File: src/sv/scp_pkg.sv
// ----------------------------------------------------------------------------
// scp_pkg
// Shared constants, types and table functions of the Sierpinski curve
// segment generator.
// ----------------------------------------------------------------------------
package scp_pkg;

    localparam int MAX_ORDER = 8;                 // deepest recursion supported
    localparam int ORDER_W   = 4;                 // curve_order field width
    localparam int LEN_W     = 16;                // initial_length field width
    localparam int COORD_W   = 32;                // coordinate width
    localparam int DIR_W     = 3;                 // direction code width
    localparam int FRAC_W    = 8;                 // coordinate fraction bits
    localparam int LVL_W     = $clog2(MAX_ORDER + 1);
    localparam int IDX_W     = (MAX_ORDER > 1) ? $clog2(MAX_ORDER) : 1;
    localparam int QUO_W     = LEN_W - 1;         // step = (len / 2) / order
    localparam int CNT_W     = $clog2(QUO_W);
    localparam int DIAG_MUL  = 181;               // 256 * sqrt(2) / 2
    localparam int DIAG_W    = QUO_W + 8;
    localparam int AXIS_W    = QUO_W + FRAC_W + 1;
    localparam int CFG_IDX_W = 1;
    localparam int CFG_W     = LEN_W;

    // configuration register indexes
    localparam logic [CFG_IDX_W-1:0] REG_CURVE_ORDER    = 1'b0;
    localparam logic [CFG_IDX_W-1:0] REG_INITIAL_LENGTH = 1'b1;

    // curve types and the last move phase of a type
    localparam logic [1:0] KIND_A     = 2'd0;
    localparam logic [1:0] PHASE_LAST = 2'd3;

    typedef logic [1:0] kind_t;
    typedef logic [1:0] phase_t;
    typedef logic [DIR_W-1:0] dir_t;

    typedef struct packed {
        phase_t phase;
        kind_t  kind;
    } stack_entry_t;

    typedef struct packed {
        logic start;      // restart: latch config, clear walk, start divide
        logic div_step;   // one quotient bit
        logic push;       // push one child level
        logic pop;        // drop one finished level
        logic step;       // emit one segment
    } scp_cmd_t;

    typedef struct packed {
        logic active;     // a curve is in progress
        logic div_last;   // divider is on its final bit
        logic can_push;   // stack is above the leaf level
        logic top_done;   // top entry has used all its moves
        logic step_last;  // the pending move is the closing one
    } scp_status_t;

    // move between sub-curves: type k, phase p gives 2k+1-p (mod 8)
    function automatic dir_t kind_move(input kind_t k, input phase_t p);
        dir_t base;
        base = {k, 1'b1};
        return base - dir_t'(p);
    endfunction

    // sub-curve type that follows move phase q of type k
    function automatic kind_t kind_child(input kind_t k, input phase_t q);
        kind_t c;
        case (q)
            2'd1:    c = k + 2'd1;
            2'd2:    c = k + 2'd3;
            default: c = k;
        endcase
        return c;
    endfunction

endpackage

File: src/sv/scp_if.sv
// ----------------------------------------------------------------------------
// scp_if
// Valid/ready channels: advance items in, segments out.
// ----------------------------------------------------------------------------
interface scp_in_if;
    logic valid;
    logic ready;
    logic restart;

    modport source (output valid, output restart, input ready);
    modport sink   (input valid, input restart, output ready);
endinterface

interface scp_out_if;
    logic                                 valid;
    logic                                 ready;
    logic signed [scp_pkg::COORD_W-1:0]   start_x;
    logic signed [scp_pkg::COORD_W-1:0]   start_y;
    logic signed [scp_pkg::COORD_W-1:0]   end_x;
    logic signed [scp_pkg::COORD_W-1:0]   end_y;
    logic        [scp_pkg::DIR_W-1:0]     direction;
    logic                                 last_segment;

    modport source (output valid, output start_x, output start_y, output end_x,
                    output end_y, output direction, output last_segment,
                    input ready);
    modport sink   (input valid, input start_x, input start_y, input end_x,
                    input end_y, input direction, input last_segment,
                    output ready);
endinterface

File: src/sv/scp_dp.sv
// ----------------------------------------------------------------------------
// scp_dp
// Datapath: config registers, step divider, type stack, pen position and
// the output register.
// ----------------------------------------------------------------------------
module scp_dp
(
    input  logic                                clk,
    input  logic                                rst_n,
    input  logic                                cfg_we,
    input  logic [scp_pkg::CFG_IDX_W-1:0]       cfg_index,
    input  logic [scp_pkg::CFG_W-1:0]           cfg_wdata,
    input  scp_pkg::scp_cmd_t                   cmd,
    output scp_pkg::scp_status_t                status,
    output logic signed [scp_pkg::COORD_W-1:0]  start_x,
    output logic signed [scp_pkg::COORD_W-1:0]  start_y,
    output logic signed [scp_pkg::COORD_W-1:0]  end_x,
    output logic signed [scp_pkg::COORD_W-1:0]  end_y,
    output logic [scp_pkg::DIR_W-1:0]           direction,
    output logic                                last_segment
);

    logic [scp_pkg::ORDER_W-1:0]  curve_order_reg;
    logic [scp_pkg::LEN_W-1:0]    init_len_reg;

    logic [scp_pkg::LVL_W-1:0]    run_order_reg;
    logic [scp_pkg::LVL_W-1:0]    run_order_next;
    logic [scp_pkg::LVL_W-1:0]    level_reg;
    logic [scp_pkg::LVL_W-1:0]    level_m1;
    logic [scp_pkg::IDX_W-1:0]    top_idx;
    scp_pkg::phase_t              top_phase_reg;
    scp_pkg::kind_t               desc_kind_reg;
    logic                         active_reg;

    scp_pkg::stack_entry_t        type_stack [scp_pkg::MAX_ORDER];
    scp_pkg::stack_entry_t        top_entry;

    // divider
    logic [scp_pkg::QUO_W-1:0]    quo_reg;
    logic [scp_pkg::ORDER_W-1:0]  rem_reg;
    logic [scp_pkg::CNT_W-1:0]    div_cnt_reg;
    logic [scp_pkg::ORDER_W:0]    trial;
    logic                         trial_ge;
    logic [scp_pkg::ORDER_W:0]    trial_sub;

    logic [scp_pkg::DIAG_W-1:0]   diag_reg;
    logic [scp_pkg::AXIS_W-1:0]   axis;

    logic signed [scp_pkg::COORD_W-1:0] pos_x_reg;
    logic signed [scp_pkg::COORD_W-1:0] pos_y_reg;
    logic [scp_pkg::COORD_W-1:0]  diag_ext;
    logic [scp_pkg::COORD_W-1:0]  axis_ext;
    logic [scp_pkg::COORD_W-1:0]  dx;
    logic [scp_pkg::COORD_W-1:0]  dy;

    scp_pkg::dir_t                step_dir;
    logic                         step_last;
    scp_pkg::phase_t              next_phase;

    // config writes
    always_ff @(posedge clk or negedge rst_n)
    begin
        if (!rst_n)
        begin
            curve_order_reg <= scp_pkg::ORDER_W'(1);
            init_len_reg    <= scp_pkg::LEN_W'(128);
        end
        else if (cfg_we)
        begin
            case (cfg_index)
                scp_pkg::REG_CURVE_ORDER:
                    curve_order_reg <= cfg_wdata[scp_pkg::ORDER_W-1:0];
                scp_pkg::REG_INITIAL_LENGTH:
                    init_len_reg <= cfg_wdata[scp_pkg::LEN_W-1:0];
                default:
                    ;
            endcase
        end
    end

    // order zero runs as one, large orders saturate
    always_comb
    begin
        if (curve_order_reg == '0)
            run_order_next = scp_pkg::LVL_W'(1);
        else if (curve_order_reg > scp_pkg::ORDER_W'(scp_pkg::MAX_ORDER))
            run_order_next = scp_pkg::LVL_W'(scp_pkg::MAX_ORDER);
        else
            run_order_next = scp_pkg::LVL_W'(curve_order_reg);
    end

    assign level_m1  = level_reg - scp_pkg::LVL_W'(1);
    assign top_idx   = level_m1[scp_pkg::IDX_W-1:0];
    assign top_entry = type_stack[top_idx];

    // restoring divide, one quotient bit per cycle
    assign trial     = {rem_reg, quo_reg[scp_pkg::QUO_W-1]};
    assign trial_ge  = trial >= (scp_pkg::ORDER_W+1)'(run_order_reg);
    assign trial_sub = trial - (scp_pkg::ORDER_W+1)'(run_order_reg);

    // move decode
    always_comb
    begin
        step_last  = 1'b0;
        next_phase = '0;
        if (level_reg == '0)
        begin
            step_dir  = {top_phase_reg, 1'b1};
            step_last = (top_phase_reg == scp_pkg::PHASE_LAST);
        end
        else
        begin
            step_dir   = scp_pkg::kind_move(top_entry.kind, top_entry.phase);
            next_phase = top_entry.phase + 2'd1;
        end
    end

    assign axis     = {quo_reg, {(scp_pkg::FRAC_W+1){1'b0}}};
    assign axis_ext = scp_pkg::COORD_W'(axis);
    assign diag_ext = scp_pkg::COORD_W'(diag_reg);

    always_comb
    begin
        case (step_dir)
            3'd0:    begin dx = axis_ext;   dy = '0;        end
            3'd1:    begin dx = diag_ext;   dy = diag_ext;  end
            3'd2:    begin dx = '0;         dy = axis_ext;  end
            3'd3:    begin dx = -diag_ext;  dy = diag_ext;  end
            3'd4:    begin dx = -axis_ext;  dy = '0;        end
            3'd5:    begin dx = -diag_ext;  dy = -diag_ext; end
            3'd6:    begin dx = '0;         dy = -axis_ext; end
            default: begin dx = diag_ext;   dy = -diag_ext; end
        endcase
    end

    // walk control state
    always_ff @(posedge clk or negedge rst_n)
    begin
        if (!rst_n)
        begin
            run_order_reg <= scp_pkg::LVL_W'(1);
            level_reg     <= '0;
            top_phase_reg <= '0;
            desc_kind_reg <= scp_pkg::KIND_A;
            active_reg    <= 1'b0;
            div_cnt_reg   <= '0;
            pos_x_reg     <= '0;
            pos_y_reg     <= '0;
        end
        else if (cmd.start)
        begin
            run_order_reg <= run_order_next;
            level_reg     <= '0;
            top_phase_reg <= '0;
            desc_kind_reg <= scp_pkg::KIND_A;
            active_reg    <= 1'b1;
            div_cnt_reg   <= scp_pkg::CNT_W'(scp_pkg::QUO_W - 1);
            pos_x_reg     <= '0;
            pos_y_reg     <= '0;
        end
        else
        begin
            if (cmd.div_step)
                div_cnt_reg <= div_cnt_reg - scp_pkg::CNT_W'(1);
            if (cmd.push)
                level_reg <= level_reg + scp_pkg::LVL_W'(1);
            else if (cmd.pop)
                level_reg <= level_m1;
            if (cmd.step)
            begin
                pos_x_reg <= pos_x_reg + $signed(dx);
                pos_y_reg <= pos_y_reg + $signed(dy);
                if (level_reg == '0)
                begin
                    if (step_last)
                        active_reg <= 1'b0;
                    else
                    begin
                        top_phase_reg <= top_phase_reg + 2'd1;
                        desc_kind_reg <= top_phase_reg + 2'd1;
                    end
                end
                else
                    desc_kind_reg <= scp_pkg::kind_child(top_entry.kind, next_phase);
            end
        end
    end

    // type stack, no reset: entries are written before read
    always_ff @(posedge clk)
    begin
        if (cmd.push)
        begin
            type_stack[level_reg[scp_pkg::IDX_W-1:0]].kind  <= desc_kind_reg;
            type_stack[level_reg[scp_pkg::IDX_W-1:0]].phase <= '0;
        end
        else if (cmd.step && level_reg != '0)
            type_stack[top_idx].phase <= next_phase;
    end

    // divider payload and the diagonal multiply
    always_ff @(posedge clk)
    begin
        if (cmd.start)
        begin
            quo_reg <= init_len_reg[scp_pkg::LEN_W-1:1];
            rem_reg <= '0;
        end
        else if (cmd.div_step)
        begin
            quo_reg <= {quo_reg[scp_pkg::QUO_W-2:0], trial_ge};
            rem_reg <= trial_ge ? trial_sub[scp_pkg::ORDER_W-1:0]
                                : trial[scp_pkg::ORDER_W-1:0];
        end
        diag_reg <= quo_reg * scp_pkg::DIAG_W'(scp_pkg::DIAG_MUL);
    end

    // output register
    always_ff @(posedge clk)
    begin
        if (cmd.step)
        begin
            start_x      <= pos_x_reg;
            start_y      <= pos_y_reg;
            end_x        <= pos_x_reg + $signed(dx);
            end_y        <= pos_y_reg + $signed(dy);
            direction    <= step_dir;
            last_segment <= step_last;
        end
    end

    assign status.active    = active_reg;
    assign status.div_last  = (div_cnt_reg == '0);
    assign status.can_push  = (level_reg < run_order_reg);
    assign status.top_done  = (level_reg != '0) &&
                              (top_entry.phase == scp_pkg::PHASE_LAST);
    assign status.step_last = step_last;

`ifndef NO_ASSERTIONS
    a_push_in_range: assert property (@(posedge clk) disable iff (!rst_n)
        cmd.push |-> level_reg < scp_pkg::LVL_W'(scp_pkg::MAX_ORDER))
        else $error("push beyond stack depth");

    a_pop_nonempty: assert property (@(posedge clk) disable iff (!rst_n)
        cmd.pop |-> level_reg != '0)
        else $error("pop of empty stack");

    a_order_range: assert property (@(posedge clk) disable iff (!rst_n)
        active_reg |-> (run_order_reg != '0) &&
                       (run_order_reg <= scp_pkg::LVL_W'(scp_pkg::MAX_ORDER)))
        else $error("latched order out of range");
`endif

endmodule

File: src/sv/scp_ctrl.sv
// ----------------------------------------------------------------------------
// scp_ctrl
// Sequencer: accept, divide, descend, unwind, emit.
// ----------------------------------------------------------------------------
module scp_ctrl
(
    input  logic                  clk,
    input  logic                  rst_n,
    input  logic                  in_valid,
    output logic                  in_ready,
    input  logic                  in_restart,
    output logic                  out_valid,
    input  logic                  out_ready,
    input  scp_pkg::scp_status_t  status,
    output scp_pkg::scp_cmd_t     cmd
);

    localparam logic [2:0] S_IDLE = 3'd0;
    localparam logic [2:0] S_DIV  = 3'd1;
    localparam logic [2:0] S_PUSH = 3'd2;
    localparam logic [2:0] S_POP  = 3'd3;
    localparam logic [2:0] S_STEP = 3'd4;

    logic [2:0] state_reg;
    logic [2:0] state_next;
    logic       emit_pend_reg;
    logic       emit_pend_next;
    logic       out_valid_reg;
    logic       out_valid_next;
    logic       out_free;

    assign out_free = !out_valid_reg || out_ready;
    assign in_ready = (state_reg == S_IDLE);

    always_comb
    begin
        state_next     = state_reg;
        emit_pend_next = emit_pend_reg;
        cmd            = '0;
        case (state_reg)
            S_IDLE:
            begin
                if (in_valid)
                begin
                    if (in_restart)
                    begin
                        cmd.start      = 1'b1;
                        emit_pend_next = 1'b1;
                        state_next     = S_DIV;
                    end
                    else if (status.active)
                        state_next = S_POP;
                end
            end
            S_DIV:
            begin
                cmd.div_step = 1'b1;
                if (status.div_last)
                    state_next = S_PUSH;
            end
            S_PUSH:
            begin
                if (status.can_push)
                    cmd.push = 1'b1;
                else if (emit_pend_reg)
                begin
                    emit_pend_next = 1'b0;
                    state_next     = S_POP;
                end
                else
                    state_next = S_IDLE;
            end
            S_POP:
            begin
                if (status.top_done)
                    cmd.pop = 1'b1;
                else
                    state_next = S_STEP;
            end
            S_STEP:
            begin
                if (out_free)
                begin
                    cmd.step   = 1'b1;
                    state_next = status.step_last ? S_IDLE : S_PUSH;
                end
            end
            default:
                state_next = S_IDLE;
        endcase
    end

    always_comb
    begin
        if (cmd.step)
            out_valid_next = 1'b1;
        else if (out_ready)
            out_valid_next = 1'b0;
        else
            out_valid_next = out_valid_reg;
    end

    always_ff @(posedge clk or negedge rst_n)
    begin
        if (!rst_n)
        begin
            state_reg     <= S_IDLE;
            emit_pend_reg <= 1'b0;
            out_valid_reg <= 1'b0;
        end
        else
        begin
            state_reg     <= state_next;
            emit_pend_reg <= emit_pend_next;
            out_valid_reg <= out_valid_next;
        end
    end

    assign out_valid = out_valid_reg;

`ifndef NO_ASSERTIONS
    a_no_overwrite: assert property (@(posedge clk) disable iff (!rst_n)
        cmd.step |-> out_free)
        else $error("segment written over an untaken result");
`endif

endmodule

File: src/sv/sierpinski_curve_segment_generator.sv
// Timing: an advance unwinds the finished levels, then emits its segment; a
//   restart runs the step divider, pushes the leaf path and then emits.
// Throughput: the stack moves one level per cycle; the sequencer takes no new
//   transfer until it is back in idle after pushing the next leaf path.
// Reset: idle, order 1, length 128; advances give no segment until a restart.
// ----------------------------------------------------------------------------
// sierpinski_curve_segment_generator
// Walks the closed Sierpinski curve of the configured order and emits one
// line segment per restart or in-curve advance, with an explicit type stack.
// ----------------------------------------------------------------------------
module sierpinski_curve_segment_generator
(
    input  logic                              clk,
    input  logic                              rst_n,
    scp_in_if.sink                            in_ch,
    scp_out_if.source                         out_ch,
    input  logic                              cfg_we,
    input  logic [scp_pkg::CFG_IDX_W-1:0]     cfg_index,
    input  logic [scp_pkg::CFG_W-1:0]         cfg_wdata
);

    // Command and status between the sequencer and the datapath.
    scp_pkg::scp_cmd_t    cmd;
    scp_pkg::scp_status_t status;

    // The sequencer takes an input transfer only in its idle state. A
    // restart latches order and length, runs the divider for the step,
    // pushes the first leaf path and emits the first segment. An advance
    // unwinds finished levels, emits one move and pushes the path to the
    // next leaf. A finished segment waits in the output register while the
    // next transfer is already taken; only the emit step stalls on it.
    scp_ctrl u_ctrl
    (
        .clk        (clk),
        .rst_n      (rst_n),
        .in_valid   (in_ch.valid),
        .in_ready   (in_ch.ready),
        .in_restart (in_ch.restart),
        .out_valid  (out_ch.valid),
        .out_ready  (out_ch.ready),
        .status     (status),
        .cmd        (cmd)
    );

    // Datapath: step = (length / 2) / order, axis moves of 2 * step and
    // diagonal moves of step * 181 in 8-bit fixed point; coordinates wrap.
    scp_dp u_dp
    (
        .clk          (clk),
        .rst_n        (rst_n),
        .cfg_we       (cfg_we),
        .cfg_index    (cfg_index),
        .cfg_wdata    (cfg_wdata),
        .cmd          (cmd),
        .status       (status),
        .start_x      (out_ch.start_x),
        .start_y      (out_ch.start_y),
        .end_x        (out_ch.end_x),
        .end_y        (out_ch.end_y),
        .direction    (out_ch.direction),
        .last_segment (out_ch.last_segment)
    );

endmodule
File: src/flat_wrapper.sv
// flat-port wrapper written by rule: the top's interface ports become plain ports
module sierpinski_curve_segment_generator_flat 
  (clk, rst_n, cfg_we, cfg_index, cfg_wdata, in_ch_valid, in_ch_restart, in_ch_ready, out_ch_valid, out_ch_start_x, out_ch_start_y, out_ch_end_x, out_ch_end_y, out_ch_direction, out_ch_last_segment, out_ch_ready);
  scp_in_if in_ch_i ();
  scp_out_if out_ch_i ();
  input  logic clk;
  input  logic rst_n;
  input  logic cfg_we;
  input  logic [scp_pkg::CFG_IDX_W-1:0] cfg_index;
  input  logic [scp_pkg::CFG_W-1:0] cfg_wdata;
  input wire logic [$bits(in_ch_i.valid)-1:0] in_ch_valid;
  input wire logic [$bits(in_ch_i.restart)-1:0] in_ch_restart;
  output wire logic [$bits(in_ch_i.ready)-1:0] in_ch_ready;
  output wire logic [$bits(out_ch_i.valid)-1:0] out_ch_valid;
  output wire logic [$bits(out_ch_i.start_x)-1:0] out_ch_start_x;
  output wire logic [$bits(out_ch_i.start_y)-1:0] out_ch_start_y;
  output wire logic [$bits(out_ch_i.end_x)-1:0] out_ch_end_x;
  output wire logic [$bits(out_ch_i.end_y)-1:0] out_ch_end_y;
  output wire logic [$bits(out_ch_i.direction)-1:0] out_ch_direction;
  output wire logic [$bits(out_ch_i.last_segment)-1:0] out_ch_last_segment;
  input wire logic [$bits(out_ch_i.ready)-1:0] out_ch_ready;
  assign in_ch_i.valid = in_ch_valid;
  assign in_ch_i.restart = in_ch_restart;
  assign in_ch_ready = in_ch_i.ready;
  assign out_ch_valid = out_ch_i.valid;
  assign out_ch_start_x = out_ch_i.start_x;
  assign out_ch_start_y = out_ch_i.start_y;
  assign out_ch_end_x = out_ch_i.end_x;
  assign out_ch_end_y = out_ch_i.end_y;
  assign out_ch_direction = out_ch_i.direction;
  assign out_ch_last_segment = out_ch_i.last_segment;
  assign out_ch_i.ready = out_ch_ready;
  sierpinski_curve_segment_generator u_core (.clk(clk), .rst_n(rst_n), .in_ch(in_ch_i), .out_ch(out_ch_i), .cfg_we(cfg_we), .cfg_index(cfg_index), .cfg_wdata(cfg_wdata));
endmodule
File: config.mk
export PLATFORM = sky130hd
export DESIGN_NAME = sierpinski_curve_segment_generator_flat
export DESIGN_NICKNAME = d
export VERILOG_FILES = /design/src/sv/scp_pkg.sv /design/src/sv/scp_if.sv /design/src/sv/scp_dp.sv /design/src/sv/scp_ctrl.sv /design/src/sv/sierpinski_curve_segment_generator.sv /design/src/flat_wrapper.sv
export SDC_FILE = /design/constraint.sdc
export NUM_CORES = 1
export LEC_CHECK = 0
export BUFFER_PORTS_ARGS = -buffer_cell sky130_fd_sc_hd__buf_4
export CAP_MARGIN = 15
export CORE_ASPECT_RATIO = 1.1
export CORE_MARGIN = 3
export CORE_UTILIZATION = 55
export DETAILED_ROUTE_END_ITERATION = 10
export PLACE_DENSITY = 0.74
export SYNTH_ARGS = -nofsm -noshare
export SYNTH_HDL_FRONTEND = slang
export SYNTH_SLANG_ARGS = --single-unit
File: constraint.sdc
create_clock -name clk -period 7.83 [get_ports clk]
set_input_delay 0.783 -clock clk [delete_from_list [all_inputs] [get_ports clk]]
set_output_delay 0.783 -clock clk [all_outputs]
set_load 0.01 [all_outputs]
* Word-level counts from Yosys, hierarchy flattened
Memories as Yosys holds them, arrays and structs flattened.
Cells that the tools add are included.
Widths: inputs -> output; s select.
** Word-level totals
- Output and inout bits :: 134
- RAM bits :: 32
- Bits in registers :: 280
- Input port bits :: 23
- Logic and storage cells :: 158
- Memories kept :: 1
** Memory list
- u_core.u_dp.type_stack :: depth 8, bits a word 4, rd ports 1, clocked after Yosys merged registers in 0, wr ports 1, RTL line scp_dp.sv:35 : scp_pkg::stack_entry_t type_stack [scp_pkg::MAX_ORDER];
** Operators by class
- Bitwise gates (word level) :: 1
- Multipliers :: 1
- Order comparisons :: 3
- Eq/ne operators :: 23
- Reductions and logical operators :: 29
- Muxes and demuxes :: 65
- Add/subtract/negate cells :: 13
** Operator list (count)
- $pmux 32 s4 :: 2
- $mux 32 :: 4
- $add 32x32->32 :: 2
- $mux 4 :: 9
- $neg 23->32 :: 1
- $neg 24->32 :: 1
- $mux 15 :: 2
- $mux 3 :: 9
- $mux 1 :: 25
- $mul 15x8->23 const B :: 1
- $mux 2 :: 11
- $pmux 3 s5 :: 1
- $eq 3x2->1 const B :: 4
- $eq 3x3->1 const B :: 4
- $logic_not 4->1 :: 3
- $reduce_bool 2->1 :: 6
- $ne 2x2->1 const B :: 5
- $reduce_or 2->1 :: 4
- $sub 4x1->4 const B :: 2
- $add 2x1->2 const B :: 3
- $eq 2x2->1 const B :: 3
- $eq 3x1->1 const B :: 2
- $logic_not 3->1 :: 2
- $ne 3x2->1 const B :: 2
- other kinds (22) :: 27

* Depth between registers and ports, before layout
Gate-level depths: netlist (run 1).
- Word-level depth :: 10
- Depth in mapped cells :: 26
- Gate-level depth less buffers :: 24

* Cells and area by module
From an unflattened synthesis (run 1), not the netlist that was laid out.
** Unflattened totals
- Cells, all modules :: 1720
- Area total of the unflattened synthesis :: 18621.6 µm²
** By module, submodules not included
- scp_dp :: area each 18217.5 µm², cells each 1669, sequential area each 8421.8 µm², times used 1
- scp_ctrl :: area each 404.1 µm², cells each 51, sequential area each 125.1 µm², times used 1

* Least setup slack after synthesis (run 1)
Ideal clock, no wire load.
- Path kind :: register -> register
- Start point :: reg u_core.u_dp.level_reg[0] (netlist name)
- End point :: reg u_core.u_dp.end_x[28] (netlist name), data pin
- Clock period less this slack :: 6.015 ns
- Path slack :: 1.815 ns
- Cell stages (with the launch flop) :: 25
- Library setup time :: 0.256 ns
- Path buffers :: 3
- Arrival time :: 5.759 ns
- Required time :: 7.574 ns
- Cell sequence :: dfrtp_1 inv_1 ha_1 clkbuf_1 mux4_2 mux2i_1 ha_1 nand3b_1 o211a_1 buf_4 xnor2_2 clkbuf_1 nand2_1 xor2_1 nor2_1 ha_1 a21oi_2 o211ai_1 or3_1 a41o_1 o311a_4 a31o_1 o21a_1 or3_1 and2_2
** On the way
- Word-level cells in the longest chain between the ends :: 8
- Elaborated cells between the ends (all ways) :: 15
- Classes of those cells :: add/sub: 3; eq/ne: 5; mux: 2; reduce/logical: 4; memory: 1
** RTL lines
- from (decl) :: RTL line scp_dp.sv:28 : logic [scp_pkg::LVL_W-1:0] level_reg;
- from (signal assigned) :: RTL line scp_dp.sv:166 : level_reg <= level_reg + scp_pkg::LVL_W'(1);
- from (signal assigned) :: RTL line scp_dp.sv:168 : level_reg <= level_m1;
- $sub 4x1->4 :: RTL line scp_dp.sv:92 : assign level_m1 = level_reg - scp_pkg::LVL_W'(1);
- $mem_v2 8x4
- $sub 3x2->3 :: RTL line scp_pkg.sv:61 : return base - dir_t'(p);
- $mux 3 * :: RTL line scp_dp.sv:106 : if (level_reg == '0)
- $eq 3x3->1 or $eq 3x2->1 (tied branches) :: RTL line scp_dp.sv:124 : case (step_dir)
- $reduce_or 2->1 (no line)
- $pmux 32 s4 * :: RTL line scp_dp.sv:124
- $add 32x32->32 * :: RTL line scp_dp.sv:225 : end_x <= pos_x_reg + $signed(dx);
- to (signal assigned) :: RTL line scp_dp.sv:225
- to (decl) :: RTL line scp_dp.sv:17 : output logic signed [scp_pkg::COORD_W-1:0] end_x,
Mark *: on every way between the ends. The rest lies on a longest branch, timed or not.
A chain may end at the register's enable or synchronous reset.

* Worst setup path in the final report (run 1)
- Start point :: reg u_core.u_dp.level_reg[1] (netlist name)
- End point :: reg u_core.u_dp.end_x[28] (netlist name), data pin
Same word-level chain as after synthesis.

==> results.py, run 1 <==
metrics = {
    "layout": {
        "nNetsFinal": 1977,
        "multiInputGateArea_sq_um": 8830,
        "synthToLayoutAreaGrowth_pct": 14.8,
        "layout_common_cells": "edfxtp_1 (179), buf_4 (170), ha_1 (137)",
        "nFillCells": 2501,
        "num_antenna_cells": 0,
        "regArea_sq_um": 8550,
        "final_layout_size_suffix_gt1_share_pct": 15.9,
        "layout_commonest_cell": "edfxtp_1",
    },
    "setup_path": {
        "rrSetupSlack_ns": 1.14,
        "crit_required_ns": 8.15,
        "crit_path_start_kind": "register",
        "cp_max_fo": 14,
        "criticalPathCategory": "reg -> reg",
        "worst_setup_path_end_kind": "register",
        "crit_arrival_ns": 7.02,
    },
    "logic_synthesis": {
        "async_reset_ff_share_pct": 33.8,
        "synth-edff-count": 179,
        "netlist_instances": 1622,
        "syn-cell-area_sq_um": 18000,
        "ys_warn_count": 0,
        "post_synth.cell_area_avg_sq_um": 11.1,
        "syn_nets": 1820,
        "synth_cell_types": 80,
        "synth_ff_type": "edfxtp_1",
        "synth_seq_cells": 311,
        "ys_seq_area_share_pct": 47.6,
    },
    "grt": {
        "overflow": 0,
        "track_usage_pct": 24.0,
        "grt_pass1_vias": 12800,
        "grt_max_degree": 94,
        "grt_pass1_wl_microns": 67600,
        "antenna_found_initial": 0,
    },
    "drt": {
        "wirelength_microns": 41800,
        "vias": 13100,
        "firstDrtPassIters": 8,
        "wl_per_cell_microns": 18.8,
        "drc_errors": 0,
        "drt-initial-drc-count": 922,
        "vias_per_cell": 5.89,
        "ant_nets": 0,
    },
    "die": {
        "die-area_sq_um": 34800,
        "fp.dieW_microns": 178,
        "core-area_sq_um": 31800,
        "start_util_pct": 56.4,
        "io-pin-count": 157,
        "die_y_microns": 195,
        "fp-row-count": 68,
    },
    "clocking": {
        "clkLatencyLatePin_ns": 0.57,
        "hold_buffers": 0,
        "cts-root-buf": "clkbuf_16",
        "cts_tree": "done",
        "htree_levels": 1,
        "clkTransAtPathRegs_ns": 0.06,
        "cts_buffer_depth": 3,
        "cts-buffers-inserted": 31,
        "cts_setup_buffers": 0,
        "cts.sink_count": 311,
        "cts_resized": 0,
    },
    "timing": {
        "rsz0062_at_grt": "false",
        "slew-limit-headroom_pct": 36.7,
        "period_needed_ns": 6.69,
        "fmax_ghz": 0.149,
        "final_max_slew_viol_count": 0,
        "worstMarginPinSlew_ns": 0.950,
        "period_share_pct": 85.5,
        "finalHoldViolations": 0,
        "finalSetupTns_ns": 0,
        "skew_ns": 0.0206,
        "setup_viol": 0,
    },
    "placed_design": {
        "dp_hpwl_microns": 31600,
        "numPortBuffers": 156,
        "gp_congestion": 0.987,
    },
    "run": {
        "cap_violations": 0,
    },
    "run_status": {
        "status": "complete, no violations",
    },
    "worst_hold_path": {
        "hold_class": "in -> async",
    },
}
==> cells by family (layout without fill, tap and decap cells) <==
| kind of cell | count (synthesis) | in the layout | synth area share, % |
|---|---|---|---|
| adder cells (fa/ha/maj) | 175 | 175 | 13.8 |
| XOR/XNOR | 137 | 137 | 6.77 |
| multiplexers | 33 | 33 | 2.54 |
| AND/OR/NAND/NOR | 410 | 410 | 10.6 |
| buffers and inverters | 155 | 337 | 3.30 |
| AO/OA/AOI/OAI | 401 | 401 | 15.4 |
| flip-flops | 311 | 311 | 47.6 |
==> metal layers <==
layer | track usage (%) | up-vias | share of wire (%)
li1 | - | 6237 | -
met1 | 32.6 | 6370 | 43
met2 | 40.0 | 395 | 49
met3 | 2.84 | 96 | 5.0
met4 | 8.08 | 0 | 3.3
met5 | 0 | - | 0
==> through the flow <==
| step | instance area (sq um) | setup WS, ns | instances | hold WS [ns] | util (%) |
|---|---|---|---|---|---|
| after floorplan | 18000 | 1.81 | 1622 | 0.440 | - |
| after global placement | 19600 | 1.49 | 2166 | 0.459 | 61.6 |
| after detailed placement | 19600 | 1.26 | 2166 | 0.470 | 61.6 |
| after CTS | 20600 | 1.24 | 2224 | 0.189 | 64.8 |
| after global routing | 20600 | 0.813 | 2224 | 0.206 | 64.8 |
| final | 20600 | 1.14 | 2224 | 0.184 | 64.8 |
==> final timing paths <==
path,startpoint,end,cells past startpoint
max in group asynchronous,rst_n,u_core.u_dp.pos_x_reg[19]$_DFFE_PN0P_,2
worst min-delay path,rst_n,u_core.u_dp.init_len_reg[12]$_DFFE_PN0P_,1
worst min register to register,u_core.u_dp.rem_reg[3]$_SDFFE_PP0P_,u_core.u_dp.rem_reg[3]$_SDFFE_PP0P_,2
min in group clk,cfg_wdata[12],u_core.u_dp.init_len_reg[12]$_DFFE_PN0P_,2
worst max register to register,u_core.u_dp.level_reg[1]$_DFFE_PN0P_,u_core.u_dp.end_x[28]$_DFFE_PP_,22
worst max-delay path,u_core.u_dp.level_reg[1]$_DFFE_PN0P_,u_core.u_dp.end_x[28]$_DFFE_PP_,22
==> layout make-up <==
type / count / area share (%)
clock inverters: 18 / 0.795
multi-input cells: 1156 / 42.8
clock buffers: 40 / 4.13
inverters: 109 / 2.01
flip-flops and latches: 311 / 41.5
well taps: 420 / 2.55
repair buffers: 170 / 6.19
==> synthesized netlist by cell type, types with 6 or more instances <==
master,instances,area [sq um]
a211oi_1,12,90.1
a21o_1,24,180
a21oi_1,87,435
a22o_1,60,526
a31oi_1,13,81.3
and2_1,7,43.8
and3_1,14,87.6
clkbuf_1,39,146
dfrtp_1,102,2550
dfxtp_1,27,541
edfxtp_1,179,5380
fa_1,38,761
ha_1,137,1710
inv_1,107,402
mux2_2,20,225
mux4_2,8,180
nand2_1,129,484
nand2b_1,14,87.6
nand3_1,29,145
nor2_1,131,492
nor2b_1,11,68.8
nor3_1,21,105
o211ai_1,14,105
o21a_1,18,135
o21ai_0,73,365
o21bai_1,6,45.0
o22ai_1,23,144
o31ai_1,16,120
or3_1,16,100
xnor2_1,77,674
xor2_1,58,508
==> critical path, cell delays in order (launching register included) <==
cell      delay, ns
dfrtp_1        0.47
inv_1          0.14
ha_1           0.62
mux4_2         0.39
mux2i_1        0.33
ha_1           0.30
nand2_1        0.09
o21ai_0        0.13
buf_4          0.20
inv_1          0.34
xnor2_2        0.24
or3_1          0.39
a21oi_1        0.17
ha_1           0.32
a21oi_1        0.16
o211ai_1       0.13
or3_1          0.41
a41o_1         0.33
o311a_4        0.34
a31o_1         0.24
o21a_1         0.17
or3_1          0.33
and2_2         0.20
Power of run 1 is not shown: default switching activity piles up to over one toggle a cycle in this logic, so the estimate is an artifact.
==> inputs of run 2 (changes only) <==
CORE_UTILIZATION = 27   (was 55)
PLACE_DENSITY = not set   (was 0.74)
==> run 2 against run 1 <==
Effect of this change: register-to-register slack lost 0.03 ns; critical path depth is the same; count of clock-buffer cells in the layout unchanged; sequential share of layout area decreased by 1.4 points; global-route usage shrank 10 points; utilization fell by 32 points; clock skew is 0.0061 ns higher.
==> results.py, run 2 (synthesis gave the netlist of run 1 again) <==
metrics = {
    "layout": {
        "synthToLayoutAreaGrowth_pct": 18.8,
        "layout_common_cells": "edfxtp_1 (179), buf_4 (171), ha_1 (137)",
        "layout_commonest_cell": "edfxtp_1",
        "final_layout_size_suffix_gt1_share_pct": 16.3,
        "num_antenna_cells": 0,
        "utilization_pct": 32.6,
        "nNetsFinal": 1981,
        "nFillCells": 6584,
        "design_area_sq_um": 21300,
    },
    "clocking": {
        "clkLatencyLatePin_ns": 0.56,
        "cts-root-buf": "clkbuf_16",
        "cts-buffers-inserted": 34,
        "clkTransAtPathRegs_ns": 0.07,
        "cts_setup_buffers": 0,
        "cts_buffer_depth": 3,
        "cts.sink_count": 311,
        "cts_tree": "done",
        "htree_levels": 2,
        "hold_buffers": 0,
        "cts_resized": 0,
    },
    "grt": {
        "antenna_found_initial": 0,
        "overflow": 0,
        "grt_max_degree": 85,
        "grt_pass1_wl_microns": 76200,
        "grt_pass1_vias": 13400,
        "track_usage_pct": 13.8,
    },
    "timing": {
        "skew_ns": 0.0267,
        "final_max_slew_viol_count": 0,
        "fmax_ghz": 0.149,
        "period_needed_ns": 6.73,
        "finalSetupTns_ns": 0,
        "setup_viol": 0,
        "slew-limit-headroom_pct": 34.4,
        "period_share_pct": 85.9,
        "finalHoldViolations": 0,
        "worstMarginPinSlew_ns": 0.983,
        "rsz0062_at_grt": "false",
    },
    "placed_design": {
        "dpl_cell_area_sq_um": 20100,
        "gp_congestion": 0.907,
        "dp_hpwl_microns": 37300,
        "numPortBuffers": 156,
    },
    "drt": {
        "wl_per_cell_microns": 18.2,
        "drt-initial-drc-count": 850,
        "vias": 13100,
        "wirelength_microns": 48500,
        "ant_nets": 0,
        "firstDrtPassIters": 5,
        "drc_errors": 0,
        "vias_per_cell": 4.92,
    },
    "die": {
        "die-area_sq_um": 69600,
        "start_util_pct": 27.5,
        "fp-row-count": 98,
        "io-pin-count": 157,
        "fp.dieW_microns": 252,
        "die_y_microns": 276,
        "core-area_sq_um": 65400,
    },
    "setup_path": {
        "crit_arrival_ns": 7.05,
        "criticalPathCategory": "reg -> reg",
        "crit_path_start_kind": "register",
        "worst_setup_path_end_kind": "register",
        "crit_required_ns": 8.15,
        "r2r.worst_path.cells": 22,
        "rrSetupSlack_ns": 1.10,
        "cp_max_fo": 19,
    },
    "run": {
        "cap_violations": 0,
    },
    "worst_hold_path": {
        "hold_class": "in -> async",
    },
    "run_status": {
        "status": "complete, no violations",
    },
}
==> run 2: cell count changes in the layout (fill, tap and decap cells not counted) <==
cell       delta
buf_4         +1
bufinv_16     +3
clkinv_2      -2
clkbuf_1      -3
clkbuf_16     +3
inv_6         +1
clkinv_8      +2
==> run 2: worst max-delay path, cell delays in order (launching register included) <==
cell and delay (ns):
dfrtp_1 0.46, inv_1 0.14, ha_1 0.63, mux4_2 0.39, mux2i_1 0.31, ha_1 0.19
nand2_1 0.08, o21ai_0 0.14, inv_1 0.29, xnor2_2 0.79, nand2_1 0.14, xor2_1 0.18
nor2_1 0.12, ha_1 0.29, o211ai_1 0.25, a211oi_1 0.11, or3_1 0.39, a41o_1 0.31
o311a_4 0.34, a31o_1 0.23, o21a_1 0.18, or3_1 0.32, and2_2 0.20
==> run 2: final timing paths <==
kind	startpoint	to
setup / recovery	u_core.u_dp.level_reg[1]$_DFFE_PN0P_	u_core.u_dp.end_x[28]$_DFFE_PP_
hold / removal	rst_n	u_core.u_dp.pos_y_reg[25]$_DFFE_PN0P_
setup reg to reg	u_core.u_dp.level_reg[1]$_DFFE_PN0P_	u_core.u_dp.end_x[28]$_DFFE_PP_
hold reg to reg	u_core.u_dp.rem_reg[3]$_SDFFE_PP0P_	u_core.u_dp.rem_reg[3]$_SDFFE_PP0P_
max in group asynchronous	rst_n	u_core.u_dp.pos_y_reg[18]$_DFFE_PN0P_
min in group clk	cfg_wdata[13]	u_core.u_dp.init_len_reg[13]$_DFFE_PN0P_
==> run 2: cell type report <==
class	count	area (sq um)	share of cell area, %
multi-input cells	1156	8830	41.4
flip-flops and latches	311	8550	40.1
repair buffers	171	1280	6.02
well taps	850	1060	4.98
clock buffers	40	915	4.29
inverters	109	414	1.94
clock inverters	22	285	1.34
==> run 2: layer usage <==
| metal | GRT usage [%] | routed length (microns) | vias to the layer above |
|---|---|---|---|
| met3 | 2.27 | 2060 | 100 |
| met2 | 24.1 | 24000 | 288 |
| met5 | 0 | 0 | - |
| met4 | 6.15 | 2110 | 0 |
| met1 | 16.6 | 20400 | 6447 |
| li1 | - | - | 6238 |
==> run 2: stage by stage <==
step | setup slack (ns) | hold slack, ns | instances
5_1_grt | 0.523 | 0.265 | 2659
3_3_place_gp | 1.30 | 0.456 | 2597
2_1_floorplan | 1.81 | 0.440 | 1622
4_1_cts | 1.12 | 0.244 | 2659
6_report | 1.10 | 0.228 | 2659
3_5_place_dp | 1.16 | 0.474 | 2597
Power of run 2 is left out for the same reason.
==> inputs of run 3 (changes only) <==
PLACE_DENSITY = 0.39   (was not set)
==> run 3 against run 2 <==
Effect of this change: clock skew shrank 0.0028 ns; register-to-register slack better by 0.02 ns; worst hold slack better by 0.078 ns; count of clock-buffer cells in the layout increased by 7; final cell count increased by 0.23%; die area stayed put; global-route usage is 0.60 points higher; sequential cell count is the same; fmax grew 0.27%; first-iteration DRC count is 6.6% lower; sequential share of layout area down 0.061 points; non-clock buffer count increased by 2; critical path type unchanged.
==> results.py, run 3 (synthesis gave the netlist of run 1 again) <==
metrics = {
    "worst_hold_path": {
        "hold_class": "in -> async",
    },
    "setup_path": {
        "crit_family": "compound AO/OA/AOI/OAI gates",
        "cp_max_fo": 14,
        "cp_cell_sequence": "inv_1 > ha_1 > mux4_2 > mux2i_1 > ha_1 > o211a_1 > clkinv_1 > buf_4 > nand2_1 > xor2_1 > o22ai_1 > ha_1 > and2_1 > and3_1 > a41oi_1 > o21ai_0 > a41oi_1 > o31ai_1 > o221ai_1 > xor2_1 > xnor2_1",
        "crit_arrival_ns": 6.98,
        "slowest_stage": "ha_1",
        "critPathMaxStageDelay_ns": 0.65,
        "cpMostUsedCell": "ha_1",
        "critical_path_buf_inv_count": 3,
        "crit_path_start_kind": "register",
        "crit_required_ns": 8.10,
        "criticalPathCategory": "reg -> reg",
        "worst_setup_path_end_kind": "register",
    },
    "die": {
        "core-area_sq_um": 65400,
        "start_util_pct": 27.5,
        "die-area_sq_um": 69600,
        "fp-row-count": 98,
        "io-pin-count": 157,
        "die_y_microns": 276,
        "fp.dieW_microns": 252,
    },
    "layout": {
        "layout_commonest_cell": "edfxtp_1",
        "fin_cells": 2665,
        "num_antenna_cells": 0,
        "synthToLayoutAreaGrowth_pct": 19.0,
        "nNetsFinal": 1986,
        "final_layout_size_suffix_gt1_share_pct": 16.1,
        "layout_common_cells": "edfxtp_1 (179), buf_4 (173), ha_1 (137)",
        "nFillCells": 6648,
    },
    "grt": {
        "grt_pass1_vias": 13000,
        "grt_max_degree": 118,
        "antenna_found_initial": 1,
        "track_usage_pct": 14.4,
        "overflow": 0,
        "grt_pass1_wl_microns": 78300,
    },
    "drt": {
        "drc_errors": 0,
        "drt-initial-drc-count": 794,
        "wirelength_microns": 50600,
        "ant_nets": 0,
        "wl_per_cell_microns": 19.0,
        "vias": 12700,
        "vias_per_cell": 4.77,
        "firstDrtPassIters": 5,
    },
    "timing": {
        "final_max_slew_viol_count": 0,
        "setup_viol": 0,
        "slew-limit-headroom_pct": 33.7,
        "finalHoldViolations": 0,
        "worstMarginPinSlew_ns": 0.994,
        "finalSetupTns_ns": 0,
        "rsz0062_at_grt": "false",
        "fmax_ghz": 0.149,
        "period_needed_ns": 6.71,
        "period_share_pct": 85.7,
        "skew_ns": 0.0239,
    },
    "placed_design": {
        "placedCellCount": 2599,
        "gp_congestion": 0.810,
        "dp_hpwl_microns": 38800,
        "numPortBuffers": 156,
    },
    "clocking": {
        "cts-buffers-inserted": 37,
        "cts.sink_count": 311,
        "cts_setup_buffers": 0,
        "htree_levels": 2,
        "hold_buffers": 0,
        "cts-root-buf": "clkbuf_16",
        "cts_buffer_depth": 3,
        "clkTransAtPathRegs_ns": 0.06,
        "cts_tree": "done",
        "clkLatencyLatePin_ns": 0.55,
        "cts_resized": 0,
    },
    "run_status": {
        "status": "complete, no violations",
    },
    "run": {
        "cap_violations": 0,
    },
}
[run 3: routing by layer]
metal	global-route usage, %	wire (microns)	vias up
met1	18.7	22600	6178
met3	2.42	1850	67
met5	0	0	-
met4	3.89	1220	0
li1	-	-	6261
met2	24.7	24800	212
[run 3: area by class of cell]
cell class | instances | area, sq um | area share (%)
Clock buffer | 47 | 995 | 4.66
Clock inverter | 19 | 220 | 1.03
Inverter | 109 | 417 | 1.95
Multi-Input combinational cell | 1156 | 8830 | 41.3
Sequential cell | 311 | 8550 | 40.0
Tap cell | 850 | 1060 | 4.98
Timing Repair Buffer | 173 | 1300 | 6.08
[run 3: final timing paths]
| kind | start | endpoint | slack [ns] | cells past startpoint |
|---|---|---|---|---|
| worst min-delay path | rst_n | u_core.u_dp.init_len_reg[9]$_DFFE_PN0P_ | 0.31 | 1 |
| min in group clk | u_core.u_dp.rem_reg[3]$_SDFFE_PP0P_ | u_core.u_dp.rem_reg[3]$_SDFFE_PP0P_ | 0.48 | 2 |
| worst max register to register | u_core.u_dp.level_reg[1]$_DFFE_PN0P_ | u_core.u_dp.end_y[31]$_DFFE_PP_ | 1.12 | 21 |
| max in group asynchronous | rst_n | u_core.u_dp.pos_x_reg[23]$_DFFE_PN0P_ | 6.20 | 2 |
| worst min register to register | u_core.u_dp.rem_reg[3]$_SDFFE_PP0P_ | u_core.u_dp.rem_reg[3]$_SDFFE_PP0P_ | 0.48 | 2 |
| worst max-delay path | u_core.u_dp.level_reg[1]$_DFFE_PN0P_ | u_core.u_dp.end_y[31]$_DFFE_PP_ | 1.12 | 21 |
[run 3: per-stage QoR]
stage	worst slack [ns]	utilization (%)	hold WS (ns)	instance area [sq um]
after global placement	1.25	30.8	0.462	20200
after detailed placement	1.17	30.8	0.478	20200
after CTS	1.13	32.7	0.332	21400
final	1.12	32.7	0.305	21400
after global routing	0.666	32.7	0.347	21400
after floorplan	1.81	-	0.440	18000
[run 3: worst register-to-register path: cells and delay by family, from the launching register on]
family / cells / cell delay, ns
buffers and inverters: 3 / 0.73
muxes: 2 / 0.76
DFF: 1 / 0.47
and+or+nand+nor: 3 / 0.54
adders and majority gates: 3 / 1.38
xor gates and xnor gates: 3 / 0.78
AOI/OAI and AO/OA: 7 / 1.78
Power of run 3 is left out for the same reason.
